File: src/design/hkrb_pkg.sv
// Shared types and constants for the HID keyboard report builder.
package hkrb_pkg;

  localparam logic [7:0] ModFirst    = 8'hE0;
  localparam logic [7:0] ModLast     = 8'hE7;
  localparam logic [7:0] EmptyCode   = 8'h00;
  localparam int         ReportSlots = 6;

  typedef struct packed {
    logic [7:0] scancode;
    logic       key_down;
  } key_event_t;

  typedef struct packed {
    logic [7:0] modifier_byte;
    logic [7:0] slot0;
    logic [7:0] slot1;
    logic [7:0] slot2;
    logic [7:0] slot3;
    logic [7:0] slot4;
    logic [7:0] slot5;
    logic       last_report;
  } report_t;

endpackage

File: src/design/hkrb_slot_update.sv
// Key slot next-state logic: insert on press, clear on release, pack to front.
module hkrb_slot_update #(
  parameter int SlotCount = 6
) (
  input  logic [SlotCount-1:0][7:0] slots_i,
  input  logic [7:0]                code_i,
  input  logic                      pressed_i,
  input  logic                      is_mod_i,
  output logic [SlotCount-1:0][7:0] upd_slots_o,
  output logic [SlotCount-1:0][7:0] next_slots_o
);

  localparam int CntW = $clog2(SlotCount + 1);

  logic [SlotCount-1:0]           empty;
  logic [SlotCount-1:0]           first_empty;
  logic [SlotCount-1:0]           nz;
  logic [SlotCount-1:0][CntW-1:0] rank;
  logic [SlotCount-1:0][7:0]      packed_slots;

  always_comb begin
    for (int i = 0; i < SlotCount; i++) begin
      empty[i] = (slots_i[i] == hkrb_pkg::EmptyCode);
    end
    // isolate lowest empty slot
    first_empty = empty & (~empty + SlotCount'(1));

    for (int i = 0; i < SlotCount; i++) begin
      if (is_mod_i) begin
        upd_slots_o[i] = slots_i[i];
      end else if (pressed_i) begin
        upd_slots_o[i] = first_empty[i] ? code_i : slots_i[i];
      end else begin
        upd_slots_o[i] = (slots_i[i] == code_i) ? hkrb_pkg::EmptyCode : slots_i[i];
      end
      nz[i] = (upd_slots_o[i] != hkrb_pkg::EmptyCode);
    end

    for (int i = 0; i < SlotCount; i++) begin
      rank[i] = '0;
      for (int k = 0; k < i; k++) begin
        rank[i] = rank[i] + CntW'(nz[k]);
      end
    end

    for (int j = 0; j < SlotCount; j++) begin
      packed_slots[j] = hkrb_pkg::EmptyCode;
      for (int i = 0; i < SlotCount; i++) begin
        if (nz[i] && (rank[i] == CntW'(j))) begin
          packed_slots[j] = packed_slots[j] | upd_slots_o[i];
        end
      end
    end

    next_slots_o = pressed_i ? upd_slots_o : packed_slots;
  end

endmodule

File: src/design/hid_keyboard_report_builder_core.sv
// Top level of the HID boot keyboard report builder (modifiers and key slots).
//
//   channel | valid      | ready      | word
//   --------+------------+------------+----------------------------
//   in      | in_valid_i | in_ready_o | in_word_i  (key_event_t)
//   out     | out_valid_o| out_ready_i| out_word_o (report_t)
//
// A press yields one report; a release yields two reports,
// the cleared report then the packed report, both through the single output register.
// Reset empties all slots and clears the modifier byte.
// The input is taken whenever the output register is free or being drained and
// no packed report is pending; out stalls hold the report and back up into in.
module hid_keyboard_report_builder_core #(
  parameter int SlotCount = 6
) (
  input  logic                 clk_i,
  input  logic                 rst_ni,
  input  logic                 in_valid_i,
  output logic                 in_ready_o,
  input  hkrb_pkg::key_event_t in_word_i,
  output logic                 out_valid_o,
  input  logic                 out_ready_i,
  output hkrb_pkg::report_t    out_word_o
);

  logic [SlotCount-1:0][7:0] slots_q, slots_d;
  logic [SlotCount-1:0][7:0] upd_slots;
  logic [SlotCount-1:0][7:0] src_slots;
  logic [hkrb_pkg::ReportSlots-1:0][7:0] rpt_slots;
  logic [7:0]                mod_q, mod_d, mod_src;
  logic                      is_mod;
  logic                      pend_q;
  logic                      out_valid_q;
  hkrb_pkg::report_t         out_q, rpt;
  logic                      in_fire, out_fire;

  assign in_fire  = in_valid_i && in_ready_o;
  assign out_fire = out_valid_q && out_ready_i;

  assign in_ready_o  = !pend_q && (!out_valid_q || out_ready_i);
  assign out_valid_o = out_valid_q;
  assign out_word_o  = out_q;

  assign is_mod = (in_word_i.scancode >= hkrb_pkg::ModFirst) &&
                  (in_word_i.scancode <= hkrb_pkg::ModLast);

  always_comb begin
    mod_d = mod_q;
    if (is_mod) begin
      mod_d[in_word_i.scancode[2:0]] = in_word_i.key_down;
    end
  end

  hkrb_slot_update #(
    .SlotCount(SlotCount)
  ) u_slot_update (
    .slots_i     (slots_q),
    .code_i      (in_word_i.scancode),
    .pressed_i   (in_word_i.key_down),
    .is_mod_i    (is_mod),
    .upd_slots_o (upd_slots),
    .next_slots_o(slots_d)
  );

  // pending packed report comes from the stored state
  assign src_slots = pend_q ? slots_q : upd_slots;
  assign mod_src   = pend_q ? mod_q : mod_d;

  for (genvar j = 0; j < hkrb_pkg::ReportSlots; j++) begin : g_rpt
    if (j < SlotCount) begin : g_used
      assign rpt_slots[j] = src_slots[j];
    end else begin : g_unused
      assign rpt_slots[j] = hkrb_pkg::EmptyCode;
    end
  end

  always_comb begin
    rpt.modifier_byte = mod_src;
    rpt.slot0         = rpt_slots[0];
    rpt.slot1         = rpt_slots[1];
    rpt.slot2         = rpt_slots[2];
    rpt.slot3         = rpt_slots[3];
    rpt.slot4         = rpt_slots[4];
    rpt.slot5         = rpt_slots[5];
    rpt.last_report   = pend_q ? 1'b1 : in_word_i.key_down;
  end

  always_ff @(posedge clk_i or negedge rst_ni) begin
    if (!rst_ni) begin
      slots_q     <= '0;
      mod_q       <= '0;
      pend_q      <= 1'b0;
      out_valid_q <= 1'b0;
    end else begin
      priority if (in_fire) begin
        slots_q     <= slots_d;
        mod_q       <= mod_d;
        pend_q      <= !in_word_i.key_down;
        out_valid_q <= 1'b1;
      end else if (out_fire && pend_q) begin
        pend_q <= 1'b0;
      end else if (out_fire) begin
        out_valid_q <= 1'b0;
      end else begin
        out_valid_q <= out_valid_q;
      end
    end
  end

  always_ff @(posedge clk_i) begin
    if (in_fire || (out_fire && pend_q)) begin
      out_q <= rpt;
    end
  end

endmodule

File: config.mk
export PLATFORM = sky130hd
export DESIGN_NAME = hid_keyboard_report_builder_core
export DESIGN_NICKNAME = d
export VERILOG_FILES = /design/src/design/hkrb_pkg.sv /design/src/design/hkrb_slot_update.sv /design/src/design/hid_keyboard_report_builder_core.sv
export SDC_FILE = /design/constraint.sdc
export NUM_CORES = 1
export LEC_CHECK = 0
export BUFFER_PORTS_ARGS = -buffer_cell sky130_fd_sc_hd__buf_2
export CAP_MARGIN = 0
export CORE_AREA = 2 2 141 143
export CTS_BUF_LIST = sky130_fd_sc_hd__clkbuf_4 sky130_fd_sc_hd__clkbuf_8 sky130_fd_sc_hd__clkbuf_16
export CTS_CLUSTER_SIZE = 8
export DETAILED_ROUTE_END_ITERATION = 10
export DIE_AREA = 0 0 143 145
export GPL_TIMING_DRIVEN = 1
export PLACE_DENSITY = 0.71
export SYNTH_ARGS = -nofsm -noshare
export SYNTH_HDL_FRONTEND = slang
export SYNTH_HIERARCHICAL = 1
export SYNTH_SLANG_ARGS = --single-unit
export TNS_END_PERCENT = 100
File: constraint.sdc
create_clock -name clk_i -period 12 [get_ports clk_i]
set_input_delay 1.2 -clock clk_i [delete_from_list [all_inputs] [get_ports clk_i]]
set_output_delay 1.2 -clock clk_i [all_outputs]
set_load 0.05 [all_outputs]
==> results.ini <==
[status]
outcome=complete, no violations

[global_route]
grt.total_usage_pct=29.8
grt_max_degree=61
grt_pass1_wl_um=46600
grt_pass1_vias=7275
grt_remaining_overflow=0
antenna_found_initial=0

[die]
fp-row-count=51
die_h_um=145
core_um2=19200
io_pins=72
initial_utilization_pct=44.4
die_area_um2=20700
die-width_um=143

[drt]
drt_iter0_drc=1197
via_per_inst=6.84
via_count=7728
drt_wl_total_um=30900
route.detailed.drc=0
first_pass_iters=6
drtAntennaViolNets=0
post_drt_wl_per_cell_um=27.4

[synth]
synth_nets=833
ys_types=88
synthTopCellsByCount=mux2_2, dfrtp_1, edfxtp_1
ys_dominant_reg_cell=dfrtp_1
synth_top_area_share_pct=20.1
synth_top_area_cell=edfxtp_1
synthMuxAreaShare_pct=14.8
synthSimpleGateAreaFrac_pct=16.8
synth_fa_ha_area_share_pct=1.64
async_flop_share_pct=50.4
synth-seq-area-share_pct=37.1
synthCells=810
yosysWarnings=6
yosys-top-cells-area=edfxtp_1, dfrtp_1, mux2_2
synth_compound_area_share_pct=20.1
synthXorXnorAreaFrac_pct=5.03
synth_top_family_by_area=compound AO/OA/AOI/OAI gates
avgSynthCellArea_um2=10.5
ys_ff_latch=115
syn_area_um2=8530
synth.most_common_cell=mux2_2
synth_edf_count=57

[timing]
tns_ps=0
finalHoldViolations=0
grt_setup_unrepaired=no
worst_slew_pin_slew_ps=1080
setup_viol=0
final.period_utilization_pct=61.1
slew_headroom_pct=27.2
slew_violations=0
clock.fmax_ghz=0.136
period_minus_slack_ps=7330
skew_ps=7.89

[place]
post-dp-hpwl_um=20800
port_buffers=71
place_congestion=1.02

[clocking]
clk_path_buf_depth=2
cts_tree=done
cts_made_buffers=17
clock-sinks=115
post_cts_buffers=0
hold_buffers=0
cts.clk_slew.worst_paths_ps=60
cts-root-buf=clkbuf_16
cts.htree.levels=4
cts-resized-gates=0
clock_latency_ps=430

[cells_and_area]
finalNetCount=874
area_growth_pct=12.5
fill_cells=1761
fin_util_pct=49.9
layout-drive-gt1-share_pct=31.0
n_antenna_cell=0

[worst_setup_path]
worstSetupStartpointType=primary input
end_kind=flop
crit_required_ps=12370
crit_family=simple AND/OR/NAND/NOR gates
path_cells=buf_2, nand4b_4, nor2_1, or2_1, nor4_1, buf_4, nor2_1, nor4_1, nand4bb_1, fa_1, ha_1, fa_1, ha_1, xnor2_1, nor3b_2, nor4b_1, o21ai_0, a31oi_1, mux2_2
cp_slowest_cell=nor4_1
path_max_fanout=11
reg2reg_slack_ps=5360
slowest_delay_ps=770
path_buf_inv=2
cp_data_arrival_time_ps=7700
setup.worst_path.class=in2reg

[pwr]
vdd_drop_max_uv=226
p_per_area_nw_per_um2=307
p_leak_nw=3.57

[job]
drv_cap=0

[min_path]
hold_path.class=reg2reg

registers in the layout, summed over array words and instances, names as in the netlist:
name,cells
slots_q,48
out_word_o,57
mod_q,8
out_valid_o,1
pend_q,1
through the flow:
stage / hold slack, ps / std cells / power, mW / area [um2] / setup slack [ps]
after CTS: 498 / 1129 / 2.91 / 9590 / 4910
after floorplan: 459 / 810 / 1.97 / 8530 / 5870
after global placement: 476 / 1097 / 2.38 / 8990 / 4620
after detailed placement: 483 / 1097 / 2.38 / 8990 / 4490
final: 490 / 1129 / 2.95 / 9590 / 4670
after global routing: 511 / 1129 / 3.06 / 9590 / 4230
final cells by class:
class / count / area, um2 / area share (%)
flip-flops and latches: 115 / 3160 / 33.0
repair buffers: 79 / 415 / 4.33
multi-input cells: 613 / 4990 / 52.0
inverters: 25 / 93.8 / 0.978
clock buffers: 23 / 495 / 5.16
well taps: 265 / 332 / 3.46
clock inverters: 9 / 104 / 1.08
final timing paths:
path,cells after the start,to,startpoint
worst max-delay path,19,slots_q[2],in_word_i[5]
worst min-delay path,1,mod_q[3],mod_q[3]
worst max register to register,16,slots_q[2],slots_q[4]
worst min register to register,1,mod_q[3],mod_q[3]
max in group asynchronous,2,pend_q,rst_ni
min in group asynchronous,2,slots_q[29],rst_ni
cells in the final DEF (no fill, tap or decap), types with 13 or more instances in the layout:
cell type and instances:
mux2_2 110, buf_2 71, dfrtp_1 57, edfxtp_1 57
nand2_1 55, a22oi_1 42, nor2_1 39, xnor2_1 33
inv_1 24, nand3_1 23, clkbuf_16 17, a21oi_1 16
xor2_1 16, o21ai_0 15, a32o_1 15, a32oi_1 15
nor4_1 14, and2_1 14, nor3_1 13
layer usage:
metal	track usage (%)	wire length [um]	vias up
met5	0	0	-
met4	15.6	1830	0
met3	5.64	2960	136
met2	43.7	13400	577
met1	41.6	12700	3771
li1	-	-	3244
logic make-up (layout without fill, tap and decap cells):
logic type | after synthesis | after routing
flops | 115 | 115
compound gates | 202 | 202
simple gates | 240 | 240
xor+xnor | 49 | 49
buf+inv | 82 | 136
mux | 112 | 112
fa+ha+maj | 10 | 10
power breakdown:
group          internal (mW)  leakage (nW)  switching (mW)  total, mW
clock                  0.330         0.286           0.188      0.518
combinational          0.524          2.00            1.06       1.58
sequential             0.640          1.28           0.206      0.846
(Power assumes the default switching activity.)
